$ cat config.mk
export PLATFORM = sky130hd
export DESIGN_NAME = gnss_spoof_detector
export DESIGN_NICKNAME = d
export VERILOG_FILES = /design/src/gsd_pkg.sv /design/src/gsd_cfg_regs.sv /design/src/gsd_compare.sv /design/src/gnss_spoof_detector.sv
export SDC_FILE = /design/constraint.sdc
export NUM_CORES = 1
export LEC_CHECK = 0
export ABC_AREA = 1
export BUFFER_PORTS_ARGS = -buffer_cell sky130_fd_sc_hd__buf_4
export CORE_MARGIN = 3
export CORE_UTILIZATION = 60
export CTS_CLUSTER_DIAMETER = 40
export DETAILED_ROUTE_END_ITERATION = 10
export PLACE_DENSITY = 0.83
export SLEW_MARGIN = 20
export SYNTH_ARGS = -nofsm -noshare
export SYNTH_HDL_FRONTEND = slang
export SYNTH_SLANG_ARGS = --single-unit
$ cat constraint.sdc
create_clock -name clk -period 11.35 [get_ports clk]
set_input_delay 2.27 -clock clk [delete_from_list [all_inputs] [get_ports clk]]
set_output_delay 2.27 -clock clk [all_outputs]
set_load 0.02 [all_outputs]
$ cat src/gsd_pkg.sv
// Shared types, register indexes and constants for the GNSS spoofing detector.
package gsd_pkg;

  localparam int unsigned LIMIT_W   = 17;
  localparam int unsigned CNT_W     = 3;
  localparam int unsigned TIME_W    = 32;
  localparam int unsigned VAL_W     = 16;
  localparam int unsigned NUM_DIFFS = 5;
  localparam int unsigned IN_DATA_W  = 192;
  localparam int unsigned OUT_DATA_W = 8;
  localparam int unsigned CFG_ADDR_W = 5;
  localparam int unsigned CFG_DATA_W = 32;

  // An all-zero receiver sample never reports spoofing when this is set.
  localparam logic REQUIRE_RX_DATA = 1'b1;

  typedef enum logic [2:0] {
    REG_SPEED_LIMIT = 3'd0,
    REG_VEL_X_LIMIT = 3'd1,
    REG_VEL_Y_LIMIT = 3'd2,
    REG_VEL_Z_LIMIT = 3'd3,
    REG_ALT_LIMIT   = 3'd4,
    REG_COUNT_LIMIT = 3'd5,
    REG_PERSIST_MS  = 3'd6,
    REG_BASE_ALT    = 3'd7
  } reg_idx_t;

  localparam logic [LIMIT_W-1:0] SPEED_LIMIT_RST = 17'd100;
  localparam logic [LIMIT_W-1:0] VEL_LIMIT_RST   = 17'd100;
  localparam logic [LIMIT_W-1:0] ALT_LIMIT_RST   = 17'd200;
  localparam logic [CNT_W-1:0]   COUNT_LIMIT_RST = 3'd3;
  localparam logic [TIME_W-1:0]  PERSIST_MS_RST  = 32'd1000;
  localparam logic signed [VAL_W-1:0] BASE_ALT_RST = 16'sd0;

  typedef struct packed {
    logic [LIMIT_W-1:0]       speed_limit;
    logic [LIMIT_W-1:0]       vel_x_limit;
    logic [LIMIT_W-1:0]       vel_y_limit;
    logic [LIMIT_W-1:0]       vel_z_limit;
    logic [LIMIT_W-1:0]       alt_limit;
    logic [CNT_W-1:0]         count_limit;
    logic [TIME_W-1:0]        persist_ms;
    logic signed [VAL_W-1:0]  base_altitude;
  } cfg_t;

  typedef struct packed {
    logic signed [VAL_W-1:0] rx_speed;
    logic signed [VAL_W-1:0] rx_vel_x;
    logic signed [VAL_W-1:0] rx_vel_y;
    logic signed [VAL_W-1:0] rx_vel_z;
    logic signed [VAL_W-1:0] rx_alt;
    logic signed [VAL_W-1:0] est_speed;
    logic signed [VAL_W-1:0] est_vel_x;
    logic signed [VAL_W-1:0] est_vel_y;
    logic signed [VAL_W-1:0] est_vel_z;
    logic signed [VAL_W-1:0] est_alt;
    logic [TIME_W-1:0]       now_ms;
  } sample_t;

  typedef struct packed {
    logic [CNT_W-1:0] exceed_count;
    logic             rx_zero;
  } cmp_t;

endpackage

$ cat src/gsd_cfg_regs.sv
// Configuration register file with an APB-style access port.
module gsd_cfg_regs (
  input  logic                             clk,
  input  logic                             rst_n,
  input  logic                             cfg_psel,
  input  logic                             cfg_penable,
  input  logic                             cfg_pwrite,
  input  logic [gsd_pkg::CFG_ADDR_W-1:0]   cfg_paddr,
  input  logic [gsd_pkg::CFG_DATA_W-1:0]   cfg_pwdata,
  output logic [gsd_pkg::CFG_DATA_W-1:0]   cfg_prdata,
  output logic                             cfg_pready,
  output gsd_pkg::cfg_t                    cfg
);

  gsd_pkg::cfg_t      cfg_r;
  gsd_pkg::reg_idx_t  idx;
  logic               wr_en;

  assign idx        = gsd_pkg::reg_idx_t'(cfg_paddr[gsd_pkg::CFG_ADDR_W-1:2]);
  assign cfg_pready = 1'b1;
  assign wr_en      = cfg_psel && cfg_penable && cfg_pwrite && cfg_pready;
  assign cfg        = cfg_r;

  always_ff @(posedge clk) begin
    if (!rst_n) begin
      cfg_r.speed_limit   <= gsd_pkg::SPEED_LIMIT_RST;
      cfg_r.vel_x_limit   <= gsd_pkg::VEL_LIMIT_RST;
      cfg_r.vel_y_limit   <= gsd_pkg::VEL_LIMIT_RST;
      cfg_r.vel_z_limit   <= gsd_pkg::VEL_LIMIT_RST;
      cfg_r.alt_limit     <= gsd_pkg::ALT_LIMIT_RST;
      cfg_r.count_limit   <= gsd_pkg::COUNT_LIMIT_RST;
      cfg_r.persist_ms    <= gsd_pkg::PERSIST_MS_RST;
      cfg_r.base_altitude <= gsd_pkg::BASE_ALT_RST;
    end else if (wr_en) begin
      case (idx)
        gsd_pkg::REG_SPEED_LIMIT: cfg_r.speed_limit <= cfg_pwdata[gsd_pkg::LIMIT_W-1:0];
        gsd_pkg::REG_VEL_X_LIMIT: cfg_r.vel_x_limit <= cfg_pwdata[gsd_pkg::LIMIT_W-1:0];
        gsd_pkg::REG_VEL_Y_LIMIT: cfg_r.vel_y_limit <= cfg_pwdata[gsd_pkg::LIMIT_W-1:0];
        gsd_pkg::REG_VEL_Z_LIMIT: cfg_r.vel_z_limit <= cfg_pwdata[gsd_pkg::LIMIT_W-1:0];
        gsd_pkg::REG_ALT_LIMIT:   cfg_r.alt_limit   <= cfg_pwdata[gsd_pkg::LIMIT_W-1:0];
        gsd_pkg::REG_COUNT_LIMIT: cfg_r.count_limit <= cfg_pwdata[gsd_pkg::CNT_W-1:0];
        gsd_pkg::REG_PERSIST_MS:  cfg_r.persist_ms  <= cfg_pwdata[gsd_pkg::TIME_W-1:0];
        gsd_pkg::REG_BASE_ALT:    cfg_r.base_altitude <= cfg_pwdata[gsd_pkg::VAL_W-1:0];
        default: ;
      endcase
    end
  end

  always_comb begin
    case (idx)
      gsd_pkg::REG_SPEED_LIMIT: cfg_prdata = {15'd0, cfg_r.speed_limit};
      gsd_pkg::REG_VEL_X_LIMIT: cfg_prdata = {15'd0, cfg_r.vel_x_limit};
      gsd_pkg::REG_VEL_Y_LIMIT: cfg_prdata = {15'd0, cfg_r.vel_y_limit};
      gsd_pkg::REG_VEL_Z_LIMIT: cfg_prdata = {15'd0, cfg_r.vel_z_limit};
      gsd_pkg::REG_ALT_LIMIT:   cfg_prdata = {15'd0, cfg_r.alt_limit};
      gsd_pkg::REG_COUNT_LIMIT: cfg_prdata = {29'd0, cfg_r.count_limit};
      gsd_pkg::REG_PERSIST_MS:  cfg_prdata = cfg_r.persist_ms;
      gsd_pkg::REG_BASE_ALT:    cfg_prdata = {{16{cfg_r.base_altitude[15]}},
                                              cfg_r.base_altitude};
      default:                  cfg_prdata = '0;
    endcase
  end

endmodule

$ cat src/gsd_compare.sv
// Absolute differences against their limits and the exceed count.
module gsd_compare (
  input  gsd_pkg::sample_t sample,
  input  gsd_pkg::cfg_t    cfg,
  output gsd_pkg::cmp_t    cmp
);

  logic signed [16:0] d_speed, d_x, d_y, d_z;
  logic signed [17:0] d_alt;
  logic [gsd_pkg::LIMIT_W-1:0] a_speed, a_x, a_y, a_z, a_alt;
  logic [gsd_pkg::NUM_DIFFS-1:0] hit;

  always_comb begin
    d_speed = 17'(sample.rx_speed) - 17'(sample.est_speed);
    d_x     = 17'(sample.rx_vel_x) - 17'(sample.est_vel_x);
    d_y     = 17'(sample.rx_vel_y) - 17'(sample.est_vel_y);
    d_z     = 17'(sample.rx_vel_z) - 17'(sample.est_vel_z);
    d_alt   = 18'(sample.rx_alt) - 18'(cfg.base_altitude) - 18'(sample.est_alt);

    // Magnitudes fit 17 bits: at most 65535 for velocities, 98303 for altitude.
    a_speed = d_speed[16] ? 17'(-d_speed) : 17'(d_speed);
    a_x     = d_x[16]     ? 17'(-d_x)     : 17'(d_x);
    a_y     = d_y[16]     ? 17'(-d_y)     : 17'(d_y);
    a_z     = d_z[16]     ? 17'(-d_z)     : 17'(d_z);
    a_alt   = d_alt[17]   ? 17'(-d_alt)   : 17'(d_alt);

    hit[0] = a_speed >= cfg.speed_limit;
    hit[1] = a_x     >= cfg.vel_x_limit;
    hit[2] = a_y     >= cfg.vel_y_limit;
    hit[3] = a_z     >= cfg.vel_z_limit;
    hit[4] = a_alt   >= cfg.alt_limit;

    cmp.exceed_count = 3'(hit[0]) + 3'(hit[1]) + 3'(hit[2]) + 3'(hit[3]) + 3'(hit[4]);
    cmp.rx_zero      = (sample.rx_speed == '0) && (sample.rx_vel_x == '0) &&
                       (sample.rx_vel_y == '0) && (sample.rx_vel_z == '0) &&
                       (sample.rx_alt == '0);
  end

endmodule

$ cat src/gnss_spoof_detector.sv
// Top level of the GNSS spoofing detector: input stage, decision and result register.
//
// Use: receiver and estimator samples enter on the in_ stream channel, one per
// item, each with the current millisecond time. Every accepted item yields exactly
// one result item on the out_ channel, in order: the spoofing flag, the number of
// differences that reached their limits and the unsafe flag.
// Thresholds, persistence time and base altitude are set through the cfg_ APB
// port; write them only while no item is in flight.
// Path: an accepted item is held in the input register, and its result then
// in the result register until out_tready takes it.
// Throughput: one item per cycle while the receiver is ready; the compare,
// count and wrapping time subtract for an item all settle between the two
// registers, and the last safe time register is the only state fed back.
// Reset: both stages empty, registers at their documented defaults, last safe
// time zero. When the receiver stalls, the result holds in the result register,
// the input register still takes one more item, and in_tready falls only once
// both stages are full.
module gnss_spoof_detector #(
  parameter logic REQUIRE_RX_DATA = gsd_pkg::REQUIRE_RX_DATA
) (
  input  logic                              clk,
  input  logic                              rst_n,
  // Fields from bit 0 up: rx_speed, rx_vel_x, rx_vel_y, rx_vel_z, rx_alt,
  // est_speed, est_vel_x, est_vel_y, est_vel_z, est_alt (16 each), now_ms (32).
  input  logic [gsd_pkg::IN_DATA_W-1:0]     in_tdata,
  input  logic                              in_tvalid,
  output logic                              in_tready,
  // Fields from bit 0 up: spoofed (1), exceed_count (3), sample_unsafe (1), zero pad.
  output logic [gsd_pkg::OUT_DATA_W-1:0]    out_tdata,
  output logic                              out_tvalid,
  input  logic                              out_tready,
  input  logic                              cfg_psel,
  input  logic                              cfg_penable,
  input  logic                              cfg_pwrite,
  input  logic [gsd_pkg::CFG_ADDR_W-1:0]    cfg_paddr,
  input  logic [gsd_pkg::CFG_DATA_W-1:0]    cfg_pwdata,
  output logic [gsd_pkg::CFG_DATA_W-1:0]    cfg_prdata,
  output logic                              cfg_pready
);

  gsd_pkg::cfg_t    cfg;
  gsd_pkg::sample_t s1_r, s1_nxt;
  gsd_pkg::cmp_t    cmp;
  logic             s1_valid_r, s1_valid_nxt;
  logic             out_valid_r, out_valid_nxt;
  logic [gsd_pkg::OUT_DATA_W-1:0] out_data_r, out_data_nxt;
  logic [gsd_pkg::TIME_W-1:0]     last_safe_r, last_safe_nxt;
  logic [gsd_pkg::TIME_W-1:0]     elapsed;
  logic             s2_ready, s1_fire, in_fire, unsafe, spoof;

  gsd_cfg_regs u_cfg (
    .clk         (clk),
    .rst_n       (rst_n),
    .cfg_psel    (cfg_psel),
    .cfg_penable (cfg_penable),
    .cfg_pwrite  (cfg_pwrite),
    .cfg_paddr   (cfg_paddr),
    .cfg_pwdata  (cfg_pwdata),
    .cfg_prdata  (cfg_prdata),
    .cfg_pready  (cfg_pready),
    .cfg         (cfg)
  );

  gsd_compare u_cmp (
    .sample (s1_r),
    .cfg    (cfg),
    .cmp    (cmp)
  );

  assign s2_ready  = !out_valid_r || out_tready;
  assign s1_fire   = s1_valid_r && s2_ready;
  assign in_tready = !s1_valid_r || s2_ready;
  assign in_fire   = in_tvalid && in_tready;

  always_comb begin
    s1_nxt.rx_speed  = in_tdata[15:0];
    s1_nxt.rx_vel_x  = in_tdata[31:16];
    s1_nxt.rx_vel_y  = in_tdata[47:32];
    s1_nxt.rx_vel_z  = in_tdata[63:48];
    s1_nxt.rx_alt    = in_tdata[79:64];
    s1_nxt.est_speed = in_tdata[95:80];
    s1_nxt.est_vel_x = in_tdata[111:96];
    s1_nxt.est_vel_y = in_tdata[127:112];
    s1_nxt.est_vel_z = in_tdata[143:128];
    s1_nxt.est_alt   = in_tdata[159:144];
    s1_nxt.now_ms    = in_tdata[191:160];

    s1_valid_nxt  = in_fire ? 1'b1 : (s1_fire ? 1'b0 : s1_valid_r);
    out_valid_nxt = s1_fire ? 1'b1 : (out_tready ? 1'b0 : out_valid_r);

    // A safe sample refreshes the last safe time as its result is registered; its own elapsed time is zero.
    unsafe        = cmp.exceed_count >= cfg.count_limit;
    last_safe_nxt = (s1_fire && !unsafe) ? s1_r.now_ms : last_safe_r;
    elapsed       = s1_r.now_ms - (unsafe ? last_safe_r : s1_r.now_ms);
    spoof         = (elapsed >= cfg.persist_ms) &&
                    !(REQUIRE_RX_DATA && cmp.rx_zero);
    out_data_nxt  = {3'd0, unsafe, cmp.exceed_count, spoof};
  end

  always_ff @(posedge clk) begin
    if (!rst_n) begin
      s1_valid_r  <= 1'b0;
      out_valid_r <= 1'b0;
      last_safe_r <= '0;
    end else begin
      s1_valid_r  <= s1_valid_nxt;
      out_valid_r <= out_valid_nxt;
      last_safe_r <= last_safe_nxt;
    end
  end

  always_ff @(posedge clk) begin
    if (in_fire) begin
      s1_r <= s1_nxt;
    end
    if (s1_fire) begin
      out_data_r <= out_data_nxt;
    end
  end

  assign out_tvalid = out_valid_r;
  assign out_tdata  = out_data_r;

  a_last_safe_update: assert property (@(posedge clk) disable iff (!rst_n)
    s1_fire && !unsafe |=> last_safe_r == $past(s1_r.now_ms))
    else $error("last safe time not taken from a safe item");

  a_safe_not_spoofed: assert property (@(posedge clk) disable iff (!rst_n)
    s1_fire && !unsafe && (cfg.persist_ms != '0) |=> !out_tdata[0])
    else $error("safe item reported spoofing");

  a_count_range: assert property (@(posedge clk) disable iff (!rst_n)
    out_tvalid |-> out_tdata[3:1] <= 3'(gsd_pkg::NUM_DIFFS))
    else $error("exceed count out of range");

  a_ready_when_empty: assert property (@(posedge clk) disable iff (!rst_n)
    !s1_valid_r |-> in_tready)
    else $error("input stalled with an empty input stage");

endmodule
== Yosys cells after proc, flatten, opt, wreduce, memory -nomap -nowiden ==
Index checks and enable logic that the tools add are counted.
Operators by class
  $add $sub $neg: 16
  $lt $le $gt $ge: 7
  equality and inequality tests: 7
  muxes and demuxes: 11
  reduce and logical (&&, ||, !) cells: 32
Operator list (count)
  $pmux 32 s8: 1
  $ge 17x17->1: 5
  $mux 17: 5
  $neg 17->17: 5
  $sub 16x16->17: 5
  $logic_not 16->1: 5
  $ge 32x32->1: 1
  $mux 32: 1
  $sub 32x32->32: 1
  $sub 17x16->18: 1
  $reduce_and 2->1: 8
  $eq 3x3->1 const B: 4
  $logic_and 1x1->1: 10
  $add 3x1->3: 3
  $eq 3x2->1 const B: 2
  $logic_not 1->1: 4
  $mux 1: 4
  $reduce_bool 2->1: 2
  $eq 3x1->1 const B: 1
  $ge 3x3->1: 1
  $logic_not 3->1: 1
  $add 1x1->2: 1
  $logic_or 1x1->1: 2
Word-level totals
  register bits after elaboration: 367
  input bits: 236
  output and inout bits: 43
  word-level logic and storage cells: 96

== Logic depth before layout (Yosys ltp) ==
Gate-level depths: netlist of run 1.
  depth after elaboration: 13
  mapped depth: 66
  gate-level depth less buffers: 64

== Hierarchy ==
Synthesis of run 1 repeated with hierarchy kept, for this count alone.
Unflattened totals
  cells, all modules: 3776
  area total of the unflattened synthesis: 26800.7 um^2
Modules (own cells, without submodules)
  gnss_spoof_detector: instances 1, cells an instance 923, area each 10387.5 um^2, seq. area each 6596.3 um^2
  gsd_compare: instances 1, cells an instance 1945, area each 10343.7 um^2, seq. area each 0.0 um^2
  gsd_cfg_regs: instances 1, cells an instance 908, area each 6069.6 um^2, seq. area each 2722.6 um^2

== Least setup slack after synthesis of run 1 ==
OpenSTA, ideal clock, no wires.
  path type: reg-to-reg
  from: register s1_r[39] (netlist bit)
  to: register out_data_r (netlist bit out_tdata[0]), data pin
  library setup time: 0.127 ns
  data arrival time: 8.207 ns
  data required time: 11.223 ns
  setup slack: 3.016 ns
  cell stages (with the launch flop): 52
  path buffers: 3
  period minus slack after synthesis: 8.334 ns
  cell sequence: edfxtp_1 inv_1 fa_1 ha_1 nand2_2 inv_2 nand2_1 nand2_1 clkinv_2 nand3_4 a21oi_4 xor2_2 inv_2 buf_6 nand2_2 xor2_1 inv_1 ha_1 [... 16 more ...] buf_1 o21ai_0 ha_1 fa_1 o31ai_1 nand3_1 nand3_1 a31oi_1 xor2_1 ha_1 nand2_1 nor2_1 nand2_1 nor4_1 nand4_1 nand4_1 nand2_1 inv_1
RTL lines
  start, declared: RTL line gnss_spoof_detector.sv:42  | gsd_pkg::sample_t s1_r, s1_nxt;
  start signal, assigned: RTL line gnss_spoof_detector.sv:114  | s1_r <= s1_nxt;
  end signal, assigned: RTL line gnss_spoof_detector.sv:117  | out_data_r <= out_data_nxt;
  end, declared: RTL line gnss_spoof_detector.sv:46  | logic [gsd_pkg::OUT_DATA_W-1:0] out_data_r, out_data_nxt;

==> metrics.csv, run 1 <==
metric;value;unit
cell row count;74;
Clock transition at path regs;0.06;ns
peak supply drop;0.4200;mV
initial antenna violation count;2;
R2R Setup Slk;1.04;ns
Max clock buf depth;3;
fin crit period;10.31;ns
Final Cycle Share;0.9083;
Hold Violations, Final;0;
Slowest cell on crit path;buf_4;
clock root cell;clkbuf_16;
Distinct cells, synth;58;
area leader, netlist;edfxtp_1;
Finished Core Util;0.7183;
via count;22367;
Slew Viols, Final;0;
All-Layer GR Usage;0.3064;
predominant post-synthesis flop cell;edfxtp_1;
Max Cap Viol;0;
Synth area leaders;edfxtp_1 24%, dfxtp_1 14%, ha_1 12%, nand2_1 8.5%, inv_1 7.7%;
Final Setup Violations;0;
fillers;3192;
number of global-route vias before repair;21857;
status;complete, no violations;
unrepaired setup endpoints after global routing;false;
global-route wire length before repair;108.9;mm
Least-Margin Pin Slew;1.093;ns
placed cell count;3908;
Starting Density;0.6085;
Yosys top cell area share;0.2376;
Pre-antenna DRT Iters;6;
Post-Layout Cell Count;4012;
die area;0.04398;mm2
clk_lat worst skew;0.60;ns
width of the die;209.7;um
Worst EP required;11.81;ns
register area share after synthesis;0.3742;
CP Capture Type;flop;
# IOs;279;
post-CTS sizing;0;
LEAKAGE;13.77;nW
Final WS setup;1.041;ns
synth warn;0;
CTS tree;built;
ANT cells;0;
Syn-to-layout area delta;18.04;%
TritonCTS buffer count;56;
Worst Hold Class;reg -> reg;
Startpoint Class;flop;
Setup TNS;0;ns
HPWL after DPL;53.64;mm
Synth Area per Inst;7.881;um2
CP Buf/Inv Count;11;
Post-CTS Hold Buffers;0;
DRT Wirelength;68.95;mm
GPL Wtd Cong;0.9729;
Iter 0 DRT Violations;1796;
critical path's largest stage delay;0.50;ns
core area;0.04092;mm2
vias per std cell;5.575;
buffers added on ports;272;
chip height;209.7;um
Final nets;3934;
Worst Path Arrival;10.77;ns
H-tree levels;2;
setup bufs post-CTS;0;
most common cell in the netlist;nand2_1;
clock skew;0.01671;ns
crit-path leading delay family;adder cells;
gr ovfl total;0;
top cells by count, synth;561 x nand2_1, 509 x inv_1, 312 x a21oi_1, 258 x nor2_1, 241 x ha_1;
WHS;0.4779;ns
Mapped Area;0.02490;mm2
critical path fanouts, max;37;
dpl ws;1.265;ns
Sink Count;367;
Slew HR;0.2713;
share of cells above drive strength 1;0.1296;
Routed Antenna Nets;0;
# DRC;0;
pwr/cell area;282.4;mW/mm2
crit path kind;reg -> reg;
Async SR Flop Fraction;0;
Yosys reg bits;367;
routed len/inst;17.19;um
largest net degree at the start of global routing;124;
number of synthesized flops with an enable pin;197;
Synth Instances;3160;
fmax;0.09700;GHz
most used cell, CP;nand2_1;
metal layers:
| layer | global-route usage | share of wire | vias up |
|---|---|---|---|
| li1 | - | - | 11131 |
| met1 | 0.3819 | 0.40 | 10244 |
| met2 | 0.5158 | 0.47 | 804 |
| met3 | 0.06502 | 0.082 | 184 |
| met4 | 0.1321 | 0.046 | 4 |
| met5 | 0 | 0.00030 | - |
path summary, 6_finish.rpt:
path	startpoint	to	cells after the start
max	s1_r[160]$_DFFE_PP_	out_tdata[0]$_DFFE_PP_	57
max reg2reg	s1_r[160]$_DFFE_PP_	out_tdata[0]$_DFFE_PP_	57
min reg2reg	last_safe_r[30]$_SDFFE_PN0P_	last_safe_r[30]$_SDFFE_PN0P_	2
min	last_safe_r[30]$_SDFFE_PN0P_	last_safe_r[30]$_SDFFE_PN0P_	2
logic make-up (layout without fill, tap and decap cells):
family | after synthesis | count (layout) | share of synthesized area
buf+inv | 600 | 918 | 0.09240
mux | 28 | 28 | 0.01125
compound gates | 672 | 672 | 0.1466
other cells | 2 | 4 | 0.0003016
simple gates | 1113 | 1113 | 0.1931
xor+xnor | 114 | 114 | 0.04251
fa+ha+maj | 264 | 264 | 0.1396
flops | 367 | 367 | 0.3742
sequential cells by signal, indices dropped and copies added, names as in the netlist:
signal / count
out_tvalid: 1
s1_valid_r: 1
s1_r: 192
out_tdata: 5
last_safe_r: 32
u_cfg.cfg: 136
worst reg2reg max path, delay by kind of cell (launching register included):
family          cells  cell delay (ns)
fa+ha+maj          10             3.11
simple gates       24             2.82
compound gates     10             1.96
buf+inv            11             1.47
flops               1             0.39
mux                 1             0.26
xor+xnor            1             0.16
power breakdown:
group / switching [W] / internal, W
combinational: 0.00303 / 0.00189
sequential: 0.0000373 / 0.00151
clock: 0.000677 / 0.00115
layout by cell type (no fill, tap or decap), types with 7 or more instances in the layout:
cell	instances
o2111ai_1	7
o31ai_1	9
nand3_1	134
buf_4	279
inv_6	11
a21o_1	9
nor3_1	34
edfxtp_1	197
nor2_2	7
a31oi_1	9
o21bai_1	7
nor2_1	258
inv_1	508
inv_2	23
mux2i_1	28
o211ai_1	25
o21ai_1	8
xor2_1	76
nand3b_1	18
xnor2_1	30
nand2_2	20
ha_1	241
o22ai_1	27
clkbuf_16	58
nand2_1	561
a21oi_1	312
nand4_1	35
o21ai_0	232
bufinv_16	8
nor4_1	29
fa_1	23
dfxtp_1	170
stage by stage:
step	total power (W)	instance area (um2)
finish	0.008302	29390
floorplan	0.005257	24910
CTS	0.008306	29390
detailed placement	0.006437	27380
global route	0.009044	29390
global placement	0.006254	27380
final cells by class:
cell class / count / area, um2 / share of cell area
Multi-Input combinational cell: 2195 / 13290 / 0.4521
Sequential cell: 367 / 9319 / 0.3170
Timing Repair Buffer: 279 / 2095 / 0.07126
Inverter: 535 / 2014 / 0.06853
Clock buffer: 66 / 1513 / 0.05146
Tap cell: 532 / 665.6 / 0.02265
Clock inverter: 38 / 498.0 / 0.01694
No activity file was read; power rests on OpenSTA's default activity.
==> inputs of run 2 (changes only) <==
==> constraint.sdc (replaced) <==
create_clock -name clk -period 11.35 [get_ports clk]
set_input_delay 0.5675 -clock clk [delete_from_list [all_inputs] [get_ports clk]]
set_output_delay 0.5675 -clock clk [all_outputs]
set_load 0.02 [all_outputs]
==> run 2 against run 1 <==
Against the previous run: total power decreased by 2.0%; combinational power barely moved; die area did not move; routed wire length fell by 0.71%; largest cell class unchanged.
==> metrics.csv, run 2 (synthesized netlist as in run 1, its figures left out) <==
metric;value;unit;change
initial antenna violation count;1;;was 2
die area;0.04398;mm2;unchanged
most used cell, CP;nand2_1;;unchanged
FF/Latch Area;0.009319;mm2;unchanged
Pre-antenna DRT Iters;6;;unchanged
crit path kind;reg -> reg;;unchanged
Max clock buf depth;3;;unchanged
critical hold path startpoint;in_tdata[70];;was last_safe_r[30]$_SDFFE_PN0P_
worst r2r dst;out_tdata[0]$_DFFE_PP_;;unchanged
Final Setup Violations;0;;unchanged
WHS Path Cells;1;;was 2
Switching Share;0.4605;;was 0.4514
Worst Setup SP;s1_r[160]$_DFFE_PP_;;unchanged
Slew HR;0.2570;;was 0.2713
Final Power;0.008140;W;was 0.008302 W
H-tree levels;2;;unchanged
CP Capture Type;flop;;unchanged
largest net degree at the start of global routing;126;;was 124
Syn-to-layout area delta;17.11;%;was 18.04%
# IOs;279;;unchanged
CTS tree;built;;unchanged
cell row count;74;;unchanged
status;complete, no violations;;unchanged
Starting Density;0.6085;;unchanged
# DRC;0;;unchanged
share of cells above drive strength 1;0.1273;;was 0.1296
Least-Margin Pin Slew;1.114;ns;was 1.093 ns
fillers;3194;;was 3192
critical path fanouts, max;37;;unchanged
Critical R2R Launch;s1_r[160]$_DFFE_PP_;;unchanged
Worst EP required;11.81;ns;about the same
Largest register FFs;192;;unchanged
internal cell power;0.004392;W;was 0.004555 W
area of placed instances;0.02738;mm2;unchanged
clock root cell;clkbuf_16;;unchanged
Clock Power Share;0.202;;was 0.220
Clock transition at path regs;0.06;ns;about the same
via count;22298;;was 22367
core area;0.04092;mm2;unchanged
ANT cells;0;;unchanged
WHS;0.1464;ns;was 0.4779 ns
R2R cell count;57;;unchanged
width of the die;209.7;um;unchanged
Comb pwr share;0.609;;was 0.593
peak supply drop;0.4450;mV;was 0.4200 mV
Worst Path Arrival;10.87;ns;was 10.77 ns
Reg with most FFs;s1_r;;unchanged
Max Cap Viol;0;;unchanged
vias per std cell;5.569;;was 5.575
Multi-input gate area;0.01329;mm2;unchanged
GPL Wtd Cong;0.9668;;was 0.9729
Final Cycle Share;0.9178;;was 0.9083
Routed Antenna Nets;0;;unchanged
gr ovfl total;0;;unchanged
Worst Hold Class;in -> reg;;was reg -> reg
fin crit period;10.42;ns;was 10.31 ns
All-Layer GR Usage;0.3057;;was 0.3064
Final nets;3929;;was 3934
clk_lat worst skew;0.60;ns;about the same
global-route wire length before repair;108.6;mm;was 108.9 mm
WHS Endpoint;s1_r[118]$_DFFE_PP_;;was last_safe_r[30]$_SDFFE_PN0P_
Setup TNS;0;ns;unchanged
setup bufs post-CTS;0;;unchanged
chip height;209.7;um;unchanged
Startpoint Class;flop;;unchanged
DRT Wirelength;68.46;mm;was 68.95 mm
routed len/inst;17.10;um;was 17.19 um
pwr/cell area;279.1;mW/mm2;was 282.4 mW/mm2
number of global-route vias before repair;21763;;was 21857
post-CTS sizing;0;;unchanged
Hold Violations, Final;0;;unchanged
Iter 0 DRT Violations;1878;;was 1796
Slew Viols, Final;0;;unchanged
Sink Count;367;;unchanged
commonest non-fill, non-tap cell in the layout;nand2_1;;unchanged
TritonCTS buffer count;51;;was 56
LEAKAGE;13.65;nW;was 13.77 nW
unrepaired setup endpoints after global routing;false;;unchanged
sequential share of power;0.190;;was 0.186
fmax;0.09600;GHz;was 0.09700 GHz
HPWL after DPL;53.58;mm;was 53.64 mm
R2R Setup Slk;0.93;ns;was 1.04 ns
buffers added on ports;272;;unchanged
clock skew;0.01446;ns;was 0.01671 ns
Post-CTS Hold Buffers;0;;unchanged
most frequent cells in the layout;561 x nand2_1, 508 x inv_1, 312 x a21oi_1, 279 x buf_4, 258 x nor2_1;;unchanged
Post-Layout Inst Area;0.02916;mm2;was 0.02939 mm2
Slowest cell on crit path;buf_4;;unchanged
P_sw;0.003748;W;was 0.003747 W
critical path's largest stage delay;0.50;ns;about the same
[run 2: cell types whose count changed in the layout (fill, tap and decap cells not counted)]
cell        delta
inv_8          -2
clkbuf_1       -1
clkinv_8       +1
clkinv_1       +2
clkbuf_16      -6
inv_4          -1
clkinv_4       +3
bufinv_16      -3
clkinvlp_4     -1
clkbuf_2       -1
clkinvlp_2     +1
[run 2: metrics by stage]
step | utilization | instances | setup slack [ns]
finish | 0.7126 | 4004 | 0.9328
global route | 0.7126 | 4004 | 0.1876
global placement | 0.6691 | 3908 | 1.436
floorplan | - | 3162 | 3.016
detailed placement | 0.6691 | 3908 | 1.227
CTS | 0.7126 | 4004 | 1.094
[run 2: power groups by stage]
stage / Sequential (W) / Clock, W / Combinational (W)
floorplan: 0.00158 / 0 / 0.00368
global placement: 0.00157 / 0 / 0.00470
detailed placement: 0.00157 / 0 / 0.00489
CTS: 0.00155 / 0.00167 / 0.00494
global route: 0.00155 / 0.00172 / 0.00560
finish: 0.00155 / 0.00164 / 0.00495
[run 2: per-layer routing]
metal	up-vias	GRT usage	wire (um)
li1	11130	-	-
met1	10217	0.3795	27510
met2	790	0.5224	32600
met3	159	0.06024	5425
met4	2	0.1273	2912
met5	-	0	13
[run 2: how the worst max path moves through the flow]
| stage | cells after the start | slack, ns | end |
|---|---|---|---|
| floorplan | 51 | 3.02 | out_tdata[0]$_DFFE_PP_ |
| global placement | 55 | 1.44 | out_tdata[0]$_DFFE_PP_ |
| detailed placement | 57 | 1.23 | out_tdata[0]$_DFFE_PP_ |
| CTS | 57 | 1.09 | out_tdata[0]$_DFFE_PP_ |
| global route | 55 | 0.19 | out_tdata[0]$_DFFE_PP_ |
| finish | 57 | 0.93 | out_tdata[0]$_DFFE_PP_ |
[run 2: final cells by class]
class,count,area share
multi-input cells,2195,0.4557
inverters,535,0.06907
clock inverters,38,0.01463
repair buffers,279,0.07182
flip-flops and latches,367,0.3195
well taps,532,0.02282
clock buffers,58,0.04642
[run 2: worst max-delay path, delay by kind of cell, from the launching register on]
family / cells / cell delay (ns)
buf+inv: 11 / 1.45
simple gates: 24 / 2.85
flops: 1 / 0.38
xor+xnor: 1 / 0.16
mux: 1 / 0.29
fa+ha+maj: 10 / 3.11
compound gates: 10 / 2.01
